[src/rtl/core/ring_next_free_server_assigner_macros.svh]
// Assertion macros used by the ring server assigner top level.
// Depends on nothing; files that check their own logic include it.
`ifndef RING_NEXT_FREE_SERVER_ASSIGNER_MACROS_SVH
`define RING_NEXT_FREE_SERVER_ASSIGNER_MACROS_SVH

// Same-cycle implication, disabled while reset is asserted.
`define RNFSA_ASSERT_NOW(lbl, ck, rn, ante, cons, msg) \
	lbl: assert property (@(posedge ck) disable iff (!rn) (ante) |-> (cons)) \
		else $error(msg);

// Next-cycle implication, disabled while reset is asserted.
`define RNFSA_ASSERT_NEXT(lbl, ck, rn, ante, cons, msg) \
	lbl: assert property (@(posedge ck) disable iff (!rn) (ante) |=> (cons)) \
		else $error(msg);

`endif

[src/rtl/core/rnfsa_pkg.sv]
// Types and fixed constants of the ring server assigner.
// No dependencies; used by the top level by scoped names.
package rnfsa_pkg;

	// Fixed field widths of the request and result items.
	localparam int ARRIVAL_W = 32;
	localparam int LENGTH_W  = 32;
	localparam int INDEX_W   = 4;
	localparam int BUSIEST_W = 16;
	localparam int NUM_SRV_W = 5;

	// Server count after reset.
	localparam logic [NUM_SRV_W-1:0] NUM_SERVERS_RESET = 5'd16;

	// One request item.
	typedef struct packed {
		logic [ARRIVAL_W-1:0] arrival_time;
		logic [LENGTH_W-1:0]  work_length;
		logic                 is_final_request;
	} req_t;

	// One result item.
	typedef struct packed {
		logic [INDEX_W-1:0]   server_index;
		logic                 was_dropped;
		logic                 is_report;
		logic [BUSIEST_W-1:0] busiest_count;
		logic                 is_last_result;
	} res_t;

endpackage

[src/rtl/core/rnfsa_ram.sv]
// Generic single-write, single-read RAM with a registered read port.
// No dependencies; holds per-server tables of the ring server assigner.
module rnfsa_ram #(
	parameter int WIDTH = 32,
	parameter int DEPTH = 16
) (
	input  logic                                  clk,
	input  logic                                  we,
	input  logic [((DEPTH > 1) ? $clog2(DEPTH) : 1)-1:0] waddr,
	input  logic [WIDTH-1:0]                      wdata,
	input  logic [((DEPTH > 1) ? $clog2(DEPTH) : 1)-1:0] raddr,
	output logic [WIDTH-1:0]                      rdata
);

	logic [WIDTH-1:0] mem_q [DEPTH];
	logic [WIDTH-1:0] rdata_q;

	// Write port.
	always_ff @(posedge clk) begin
		if (we) begin
			mem_q[waddr] <= wdata;
		end
	end

	// Registered read port.
	always_ff @(posedge clk) begin
		rdata_q <= mem_q[raddr];
	end

	assign rdata = rdata_q;

endmodule

[src/rtl/core/ring_next_free_server_assigner.sv]
// Top level of the ring server assigner: sequencer, scan unit and result register.
// Depends on rnfsa_pkg, rnfsa_ram and ring_next_free_server_assigner_macros.svh.
//
// channel  direction  handshake            payload
// req      in         req_valid/req_stall  rnfsa_pkg::req_t  (one request)
// res      out        res_valid/res_stall  rnfsa_pkg::res_t  (assignment or report)
// cfg      in         cfg_we               cfg_wdata (server count)
//
// A request holds the block from the accept through a scan of all MAX_SERVERS entries
// (registered table read, one compare per entry, a closing step) and an assigning
// state that emits the assignment item; no new request is taken until it is idle.
// A final request then walks the servers in the ring, a read and a check each, to report.
// Reset needs no clearing pass: per-server busy and count-valid bits clear at once.
// A stalled result holds the sequencer only in the cycles that must emit an item.
`include "ring_next_free_server_assigner_macros.svh"

module ring_next_free_server_assigner #(
	parameter int MAX_SERVERS = 16,
	parameter int TIME_BITS   = 32,
	parameter int COUNT_BITS  = 16
) (
	input  logic                                clk,
	input  logic                                arst_n,
	input  logic                                req_valid,
	output logic                                req_stall,
	input  rnfsa_pkg::req_t                     req_data,
	output logic                                res_valid,
	input  logic                                res_stall,
	output rnfsa_pkg::res_t                     res_data,
	input  logic                                cfg_we,
	input  logic [rnfsa_pkg::NUM_SRV_W-1:0]     cfg_wdata
);

	localparam int SW = (MAX_SERVERS > 1) ? $clog2(MAX_SERVERS) : 1;
	localparam int CW = $clog2(MAX_SERVERS + 1);
	localparam int KW = (CW > rnfsa_pkg::NUM_SRV_W) ? CW : rnfsa_pkg::NUM_SRV_W;
	localparam int TW = (TIME_BITS > rnfsa_pkg::ARRIVAL_W) ? TIME_BITS : rnfsa_pkg::ARRIVAL_W;
	localparam logic [TIME_BITS-1:0]  TIME_MAX  = '1;
	localparam logic [COUNT_BITS-1:0] COUNT_MAX = '1;

	localparam logic [2:0] ST_IDLE    = 3'd0;
	localparam logic [2:0] ST_SCAN    = 3'd1;
	localparam logic [2:0] ST_UPDATE  = 3'd2;
	localparam logic [2:0] ST_RPT_RD  = 3'd3;
	localparam logic [2:0] ST_RPT_CHK = 3'd4;
	localparam logic [2:0] ST_RPT_END = 3'd5;

	logic [rnfsa_pkg::NUM_SRV_W-1:0] num_servers_q;
	logic [2:0]                      state_q;
	logic [TIME_BITS-1:0]            t_q;
	logic [TIME_BITS-1:0]            len_q;
	logic                            final_q;
	logic [CW-1:0]                   k_q;
	logic [SW-1:0]                   p_q;
	logic [SW-1:0]                   ptr_q;
	logic [CW-1:0]                   scan_q;
	logic                            vld_s1;
	logic [SW-1:0]                   idx_s1;
	logic                            hi_found_q;
	logic                            lo_found_q;
	logic [SW-1:0]                   hi_idx_q;
	logic [SW-1:0]                   lo_idx_q;
	logic [COUNT_BITS-1:0]           hi_cnt_q;
	logic [COUNT_BITS-1:0]           lo_cnt_q;
	logic [MAX_SERVERS-1:0]          busy_q;
	logic [MAX_SERVERS-1:0]          cnt_vld_q;
	logic [COUNT_BITS-1:0]           top_q;
	logic [CW-1:0]                   rs_q;
	logic                            pend_vld_q;
	logic [SW-1:0]                   pend_idx_q;
	logic                            res_valid_q;
	rnfsa_pkg::res_t                 res_q;

	logic                  accept;
	logic [TW-1:0]         arr_w;
	logic [TW-1:0]         len_w;
	logic [TIME_BITS-1:0]  arr_in;
	logic [TIME_BITS-1:0]  len_in;
	logic [KW-1:0]         num_w;
	logic [CW-1:0]         k_in;
	logic [SW-1:0]         p_in;

	logic [SW-1:0]         raddr;
	logic [TIME_BITS-1:0]  bu_rdata;
	logic [COUNT_BITS-1:0] cnt_rdata;

	logic                  scan_issue;
	logic [COUNT_BITS-1:0] scan_cnt;
	logic                  scan_free;
	logic                  scan_in_ring;
	logic                  scan_release;

	logic                  found;
	logic [SW-1:0]         pick;
	logic [COUNT_BITS-1:0] pick_cnt;
	logic [COUNT_BITS-1:0] cnt_new;
	logic [TIME_BITS:0]    end_w;
	logic [TIME_BITS-1:0]  busy_new;
	logic [CW-1:0]         ptr_inc;
	logic [SW-1:0]         ptr_next;

	logic [COUNT_BITS-1:0] rpt_cnt;
	logic                  rpt_hit;

	logic                  slot_free;
	logic                  emit;
	rnfsa_pkg::res_t       emit_item;
	logic                  upd_go;
	logic                  chk_go;
	logic                  end_go;

	// Request intake: saturate times and fix the ring size and start point.
	assign accept = (state_q == ST_IDLE) && req_valid;
	assign req_stall = (state_q != ST_IDLE);

	always_comb begin
		arr_w  = TW'(req_data.arrival_time);
		len_w  = TW'(req_data.work_length);
		arr_in = (arr_w > TW'(TIME_MAX)) ? TIME_MAX : arr_w[TIME_BITS-1:0];
		len_in = (len_w > TW'(TIME_MAX)) ? TIME_MAX : len_w[TIME_BITS-1:0];
		num_w  = KW'(num_servers_q);
		if (num_w == '0) begin
			k_in = CW'(1);
		end else if (num_w > KW'(MAX_SERVERS)) begin
			k_in = CW'(MAX_SERVERS);
		end else begin
			k_in = CW'(num_w);
		end
		p_in = (CW'(ptr_q) < k_in) ? ptr_q : '0;
	end

	// Per-server tables.
	assign raddr = (state_q == ST_SCAN) ? scan_q[SW-1:0] : rs_q[SW-1:0];

	rnfsa_ram #(
		.WIDTH (TIME_BITS),
		.DEPTH (MAX_SERVERS)
	) u_busy_until (
		.clk   (clk),
		.we    (upd_go && found),
		.waddr (pick),
		.wdata (busy_new),
		.raddr (raddr),
		.rdata (bu_rdata)
	);

	rnfsa_ram #(
		.WIDTH (COUNT_BITS),
		.DEPTH (MAX_SERVERS)
	) u_served_count (
		.clk   (clk),
		.we    (upd_go && found),
		.waddr (pick),
		.wdata (cnt_new),
		.raddr (raddr),
		.rdata (cnt_rdata)
	);

	// Scan step: one compare decides release and whether the server is free.
	always_comb begin
		scan_issue   = (state_q == ST_SCAN) && (scan_q < CW'(MAX_SERVERS));
		scan_cnt     = cnt_vld_q[idx_s1] ? cnt_rdata : '0;
		scan_release = busy_q[idx_s1] && (bu_rdata <= t_q);
		scan_free    = !busy_q[idx_s1] || scan_release;
		scan_in_ring = CW'(idx_s1) < k_q;
	end

	// Assignment step: saturating end time and count, next start pointer.
	always_comb begin
		found    = hi_found_q || lo_found_q;
		pick     = hi_found_q ? hi_idx_q : lo_idx_q;
		pick_cnt = hi_found_q ? hi_cnt_q : lo_cnt_q;
		cnt_new  = (pick_cnt == COUNT_MAX) ? pick_cnt : pick_cnt + 1'b1;
		end_w    = {1'b0, t_q} + {1'b0, len_q};
		busy_new = end_w[TIME_BITS] ? TIME_MAX : end_w[TIME_BITS-1:0];
		ptr_inc  = CW'(p_q) + 1'b1;
		ptr_next = (ptr_inc >= k_q) ? '0 : SW'(ptr_inc);
	end

	// Report step: does the server just read hold the top count.
	always_comb begin
		rpt_cnt = cnt_vld_q[rs_q[SW-1:0]] ? cnt_rdata : '0;
		rpt_hit = (rpt_cnt == top_q);
	end

	// Result selection; a report server is held back one step so the last can be marked.
	assign slot_free = !res_valid_q || !res_stall;

	always_comb begin
		emit_item = '0;
		emit      = 1'b0;
		case (state_q)
			ST_UPDATE: begin
				emit                     = slot_free;
				emit_item.server_index   = found ? rnfsa_pkg::INDEX_W'(pick) : '0;
				emit_item.was_dropped    = !found;
				emit_item.is_last_result = !final_q;
			end
			ST_RPT_CHK, ST_RPT_END: begin
				emit                     = slot_free && pend_vld_q &&
					((state_q == ST_RPT_END) || rpt_hit);
				emit_item.server_index   = rnfsa_pkg::INDEX_W'(pend_idx_q);
				emit_item.is_report      = 1'b1;
				emit_item.busiest_count  = rnfsa_pkg::BUSIEST_W'(top_q);
				emit_item.is_last_result = (state_q == ST_RPT_END);
			end
			default: begin
				emit = 1'b0;
			end
		endcase
	end

	assign upd_go = (state_q == ST_UPDATE) && slot_free;
	assign chk_go = (state_q == ST_RPT_CHK) && (!(rpt_hit && pend_vld_q) || slot_free);
	assign end_go = (state_q == ST_RPT_END) && (!pend_vld_q || slot_free);

	// Sequencer and control state.
	always_ff @(posedge clk or negedge arst_n) begin
		if (!arst_n) begin
			state_q       <= ST_IDLE;
			num_servers_q <= rnfsa_pkg::NUM_SERVERS_RESET;
			scan_q        <= '0;
			vld_s1        <= 1'b0;
			hi_found_q    <= 1'b0;
			lo_found_q    <= 1'b0;
			busy_q        <= '0;
			cnt_vld_q     <= '0;
			top_q         <= '0;
			ptr_q         <= '0;
			rs_q          <= '0;
			pend_vld_q    <= 1'b0;
			res_valid_q   <= 1'b0;
		end else begin
			if (cfg_we) begin
				num_servers_q <= cfg_wdata;
			end

			if (emit) begin
				res_valid_q <= 1'b1;
			end else if (!res_stall) begin
				res_valid_q <= 1'b0;
			end

			case (state_q)
				ST_IDLE: begin
					if (accept) begin
						scan_q     <= '0;
						vld_s1     <= 1'b0;
						hi_found_q <= 1'b0;
						lo_found_q <= 1'b0;
						state_q    <= ST_SCAN;
					end
				end
				ST_SCAN: begin
					vld_s1 <= scan_issue;
					if (scan_issue) begin
						scan_q <= scan_q + 1'b1;
					end
					if (vld_s1) begin
						if (scan_release) begin
							busy_q[idx_s1] <= 1'b0;
						end
						if (scan_free && scan_in_ring) begin
							if (idx_s1 >= p_q) begin
								hi_found_q <= 1'b1;
							end else begin
								lo_found_q <= 1'b1;
							end
						end
					end else if (!scan_issue) begin
						state_q <= ST_UPDATE;
					end
				end
				ST_UPDATE: begin
					if (upd_go) begin
						ptr_q <= ptr_next;
						if (found) begin
							busy_q[pick]    <= 1'b1;
							cnt_vld_q[pick] <= 1'b1;
							if (cnt_new > top_q) begin
								top_q <= cnt_new;
							end
						end
						rs_q       <= '0;
						pend_vld_q <= 1'b0;
						state_q    <= final_q ? ST_RPT_RD : ST_IDLE;
					end
				end
				ST_RPT_RD: begin
					state_q <= (rs_q < k_q) ? ST_RPT_CHK : ST_RPT_END;
				end
				ST_RPT_CHK: begin
					if (chk_go) begin
						if (rpt_hit) begin
							pend_vld_q <= 1'b1;
						end
						rs_q    <= rs_q + 1'b1;
						state_q <= ST_RPT_RD;
					end
				end
				ST_RPT_END: begin
					if (end_go) begin
						pend_vld_q <= 1'b0;
						busy_q     <= '0;
						cnt_vld_q  <= '0;
						top_q      <= '0;
						ptr_q      <= '0;
						state_q    <= ST_IDLE;
					end
				end
				default: begin
					state_q <= ST_IDLE;
				end
			endcase
		end
	end

	// Request fields, scan pipeline and result payload.
	always_ff @(posedge clk) begin
		if (accept) begin
			t_q     <= arr_in;
			len_q   <= len_in;
			final_q <= req_data.is_final_request;
			k_q     <= k_in;
			p_q     <= p_in;
		end
		if (scan_issue) begin
			idx_s1 <= scan_q[SW-1:0];
		end
		// The first free server at or after the start point wins, else the first before it.
		if ((state_q == ST_SCAN) && vld_s1 && scan_free && scan_in_ring) begin
			if ((idx_s1 >= p_q) && !hi_found_q) begin
				hi_idx_q <= idx_s1;
				hi_cnt_q <= scan_cnt;
			end
			if ((idx_s1 < p_q) && !lo_found_q) begin
				lo_idx_q <= idx_s1;
				lo_cnt_q <= scan_cnt;
			end
		end
		if (chk_go && rpt_hit) begin
			pend_idx_q <= rs_q[SW-1:0];
		end
		if (emit) begin
			res_q <= emit_item;
		end
	end

	assign res_valid = res_valid_q;
	assign res_data  = res_q;

	// An assigned server is busy right after the assignment.
	`RNFSA_ASSERT_NEXT(a_pick_busy, clk, arst_n, upd_go && found, busy_q[$past(pick)],
		"assigned server not marked busy")
	// The top count never falls below a count just written.
	`RNFSA_ASSERT_NEXT(a_top_tracks, clk, arst_n, upd_go && found, top_q >= $past(cnt_new),
		"top count below a served count")
	// The end of a report leaves all batch state clear.
	`RNFSA_ASSERT_NEXT(a_batch_clear, clk, arst_n, end_go,
		(top_q == '0) && (busy_q == '0) && (cnt_vld_q == '0) && (ptr_q == '0),
		"batch state not cleared after report")
	// A wrapped candidate always lies before the start point.
	`RNFSA_ASSERT_NOW(a_lo_before_start, clk, arst_n, lo_found_q, lo_idx_q < p_q,
		"wrapped candidate at or after start point")

endmodule
[config.mk]
export PLATFORM = sky130hd
export DESIGN_NAME = ring_next_free_server_assigner
export DESIGN_NICKNAME = d
export VERILOG_FILES = /design/src/rtl/core/rnfsa_pkg.sv /design/src/rtl/core/rnfsa_ram.sv /design/src/rtl/core/ring_next_free_server_assigner.sv
export VERILOG_INCLUDE_DIRS = /design/src /design/src/rtl/core
export SDC_FILE = /design/constraint.sdc
export NUM_CORES = 2
export LEC_CHECK = 0
export BUFFER_PORTS_ARGS = -buffer_cell sky130_fd_sc_hd__buf_2
export CORE_MARGIN = 5
export CORE_UTILIZATION = 60
export CTS_CLUSTER_DIAMETER = 60
export DETAILED_ROUTE_END_ITERATION = 12
export GPL_ROUTABILITY_DRIVEN = 0
export PLACE_DENSITY = 0.77
export SLEW_MARGIN = 20
export SYNTH_ARGS = -nofsm -noshare
export SYNTH_HDL_FRONTEND = slang
export SYNTH_SLANG_ARGS = --single-unit
[constraint.sdc]
create_clock -name clk -period 6.2 [get_ports clk]
set_clock_uncertainty 0.2 [all_clocks]
set_input_delay 1.86 -clock clk [delete_from_list [all_inputs] [get_ports clk]]
set_output_delay 1.86 -clock clk [all_outputs]
set_load 0.03 [all_outputs]
==> key figures <==
Floorplan
  • Die area: 77120 µm²
  • Die height: around 280 µm
  • # IOs: 100
  • Core Rows: between 90 and 100
  • Core area: around 70000 µm²
  • Width of the die: 277.7 µm
  • Initial core utilization: approximately three fifths

Min path
  • Critical hold path startpoint: busy_q[9]$_DFFE_PN0P_
  • Hold crit path type: flop to flop

STA
  • Final hold slack: just over 300 ps
  • Final period util: around nine tenths
  • Fin Setup TNS: 0 ps
  • Worst slew pin tran: about 1200 ps
  • Slew Viols, Final: 0
  • Final hold vios: 0
  • FMAX: ~0.18 GHz
  • Final setup fails: 0
  • RSZ-0062 raised after global routing: false
  • Worst rel slew slack: approximately 22%
  • Fin crit period: ~5500 ps
  • Worst setup margin: 707.4 ps

Global routing
  • Number of global-route vias before repair: between 20000 and 25000
  • Overflow left after global routing: 0
  • Initial antenna violation count: 1
  • First-pass GRT wire length: about 150 mm
  • GRT Util Overall: about a quarter
  • Largest net degree at the start of global routing: 127

Flow run
  • Max cap viols: 0

Finish
  • Nets: a little under 3000
  • Layout cell share with drive strength beyond 1: 20.35%
  • Final core occ: approximately two thirds
  • Synth-to-Final Area Change: 12.59%
  • Fill cells: roughly 4500
  • N_diodes: 0
  • Cell area after layout: approximately 48000 µm²

Yosys
  • EDFF count, synth: 913
  • Syn_nets: approximately 2700
  • Yosys warnings: 0
  • Avg Inst Size Synth: 16.89 µm²
  • Async set-or-reset flop fraction in the synthesized netlist: under 10%
  • Synth Flop Type: edfxtp_1
  • Distinct cells, synth: 84
  • Sequential fraction of the synthesis area: 70.36%
  • Synthesized cell area: between 40000 and 50000 µm²
  • Cells after synthesis: between 2000 and 3000
  • Yosys reg bits: about 1000

Placement
  • Dpl ws: 842.3 ps
  • Area after DPL: ~45000 µm²
  • Port bufs: slightly below 100
  • DP Wirelength: about 57 mm

Critical path
  • Worst path depth: 18
  • Critical-path cell list: buf_4 > nand3_1 > a221oi_1 > nand4b_1 > or2_0 > o21ai_0 > buf_4 > ha_1 > nor2b_1 > o21a_1 > o21a_1 > o21ai_0 > a21oi_1 > o21a_1 > o21ai_0 > a221o_1 > buf_4 > mux2_2
  • CP top delay family: compound AO/OA/AOI/OAI gates
  • CP Launch Point: hi_found_q$_DFFE_PN0P_
  • WS Path Type: flop to flop
  • Critical path's slowest cell: dfrtp_1
  • R2R depth: 18
  • CP endpoint: top_q[4]$_DFFE_PN0P_
  • Worst-path fanout max: 18
  • Crit path buf inv count: 3
  • Critical path required time: 6550 ps
  • Worst r2r src: hi_found_q$_DFFE_PN0P_
  • Reg-to-reg setup timing slack: approximately 700 ps
  • Critical Path Max Stage Delay: about 700 ps
  • Worst r2r dst: top_q[4]$_DFFE_PN0P_
  • Startpoint types: flop
  • Worst EP arrival: between 5000 and 6000 ps
  • CP endpoint kind: flop

Power and ir drop
  • Internal: between 0.015 and 0.02 W
  • Leakage power: approximately 17 nW
  • Logic pwr share: between 20% and 30%
  • Clk network pwr share: between 20% and 30%
  • Pwr per Cell Area: about 460 nW/µm²
  • Worst vdd ir: approximately 0.33 mV
  • Net switching power: about 0.0071 W
  • Sw frac: a little under a third
  • Sequential power share: 43.7%

Routing
  • Drt wl/cell: 26.61 µm
  • Antenna viol nets, final: 0
  • # DRC: 0
  • Initial DRC Count: between 2000 and 3000
  • Final wirelength: between 90 and 100 mm
  • Vias: about 24000
  • Vias per cell: about 6.5
  • DRT Pass-1 Iters: 7

Clocking
  • Clock Latency Late Sink: a little under 700 ps
  • Cts hold-fix bufs: 0
  • Num CTS Buffers: slightly above 100
  • # Post-CTS Setup Buffers: 0
  • CTS max path bufs: 3
  • Post-cts resize count: 0
  • CTS sink count: between 1000 and 1500
  • Root buffer cell: clkbuf_16
  • H-tree depth: 3
  • TritonCTS clock tree: yes
  • Worst-path clk slew: about 60 ps

Outcome
  • Outcome: completed
## area by class of cell
| class | instances | area (µm²) | area share [%] |
|---|---|---|---|
| sequential | 1036 | 30260 | 62.50 |
| multi-input combinational | 1323 | 12160 | 25.12 |
| clock buffer | 143 | 2826 | 5.839 |
| tap | 950 | 1189 | 2.455 |
| timing repair buffer | 158 | 1091 | 2.254 |
| clock inverter | 49 | 579.3 | 1.197 |
| inverter | 82 | 307.8 | 0.6358 |
## synth_stat cells (all sizes together), types with 33 or more instances
library cell,number,area (µm²)
buf,53,257.7
mux4,203,4572
a211oi,54,405.4
dfrtp,74,1852
ha,103,1289
nand2,201,754.5
mux2i,37,370.4
inv,81,304.0
dfxtp,48,960.9
nor2,113,424.2
o21ai,66,337.8
a21oi,66,330.3
xnor2,33,289.0
edfxtp,913,27420
clkbuf,52,195.2
and2,76,475.5
a31oi,63,415.4
## metrics by stage
| step | power, W | instances |
|---|---|---|
| 6_report | 0.02250 | 3741 |
| 5_1_grt | 0.02356 | 3741 |
| 4_1_cts | 0.02257 | 3740 |
| 3_5_place_dp | 0.01640 | 3548 |
| 3_3_place_gp | 0.01609 | 3548 |
| 2_1_floorplan | 0.01440 | 2546 |
## placed cells by master (no fill, tap or decap), drive strengths merged, types with 7 or more instances in the layout
| cell type | count |
|---|---|
| edfxtp | 913 |
| mux4 | 203 |
| nand2 | 201 |
| buf | 158 |
| clkbuf | 143 |
| nor2 | 113 |
| ha | 103 |
| inv | 84 |
| and2 | 76 |
| dfrtp | 74 |
| a21oi | 66 |
| o21ai | 66 |
| a31oi | 63 |
| a211oi | 54 |
| dfxtp | 48 |
| mux2i | 37 |
| clkinv | 36 |
| xnor2 | 33 |
| nor2b | 26 |
| a21o | 26 |
| nor3 | 26 |
| nand2b | 25 |
| xor2 | 19 |
| nand4 | 18 |
| o22a | 16 |
| nand3 | 14 |
| mux2 | 14 |
| and3 | 12 |
| o21a | 11 |
| a22oi | 9 |
| or3 | 8 |
| nand3b | 7 |
| bufinv | 7 |
## routing by layer
| metal | vias to the layer above | part of all wire [%] | wire length, µm | GRT usage (%) |
|---|---|---|---|---|
| met5 | - | 0 | 0 | 0 |
| li1 | 10320 | - | - | - |
| met3 | 207 | 8.3 | 8247 | 4.031 |
| met2 | 1287 | 50 | 50090 | 43.06 |
| met1 | 12550 | 38 | 38310 | 35.70 |
| met4 | 0 | 2.9 | 2905 | 7.595 |
## power by group through the flow
stage	registers, W	clock network, W	logic, W
after floorplan	0.00978	0	0.00462
after CTS	0.00983	0.00623	0.00651
final	0.00984	0.00617	0.00649
after detailed placement	0.00996	0	0.00644
after global placement	0.00993	0	0.00616
after global routing	0.00990	0.00656	0.00711
## state kept, by name, summed over array words and instances (netlist names), 4 cells and up
name / count
rs_q: 5
idx_s1: 4
ptr_q: 4
cnt_vld_q: 16
pend_idx_q: 4
res_data: 23
u_busy_until.mem_q: 512
top_q: 16
k_q: 5
p_q: 4
num_servers_q: 5
lo_cnt_q: 16
hi_cnt_q: 16
lo_idx_q: 4
busy_q: 16
u_served_count.mem_q: 256
u_served_count.rdata: 16
scan_q: 5
t_q: 32
u_busy_until.rdata: 32
hi_idx_q: 4
len_q: 32
## worst min path at each step
stage / to / slack (ps) / cells past startpoint
CTS: busy_q[9]$_DFFE_PN0P_ / 310 / 1
finish: busy_q[9]$_DFFE_PN0P_ / 310 / 1
global route: busy_q[14]$_DFFE_PN0P_ / 320 / 1
detailed placement: ptr_q[0]$_DFFE_PN0P_ / 290 / 2
floorplan: hi_idx_q[0]$_DFFE_PP_ / 240 / 0
global placement: busy_q[14]$_DFFE_PN0P_ / 280 / 1
## cells by family (layout without fill, tap and decap cells)
family / Yosys count / after routing / share of synthesized area (%)
flops: 1036 / 1036 / 70.36
xor+xnor: 52 / 52 / 1.059
mux: 254 / 254 / 11.86
compound gates: 370 / 370 / 5.796
buf+inv: 187 / 432 / 1.769
fa+ha+maj: 104 / 104 / 3.044
simple gates: 543 / 543 / 6.108
(Power assumes the default switching activity.)
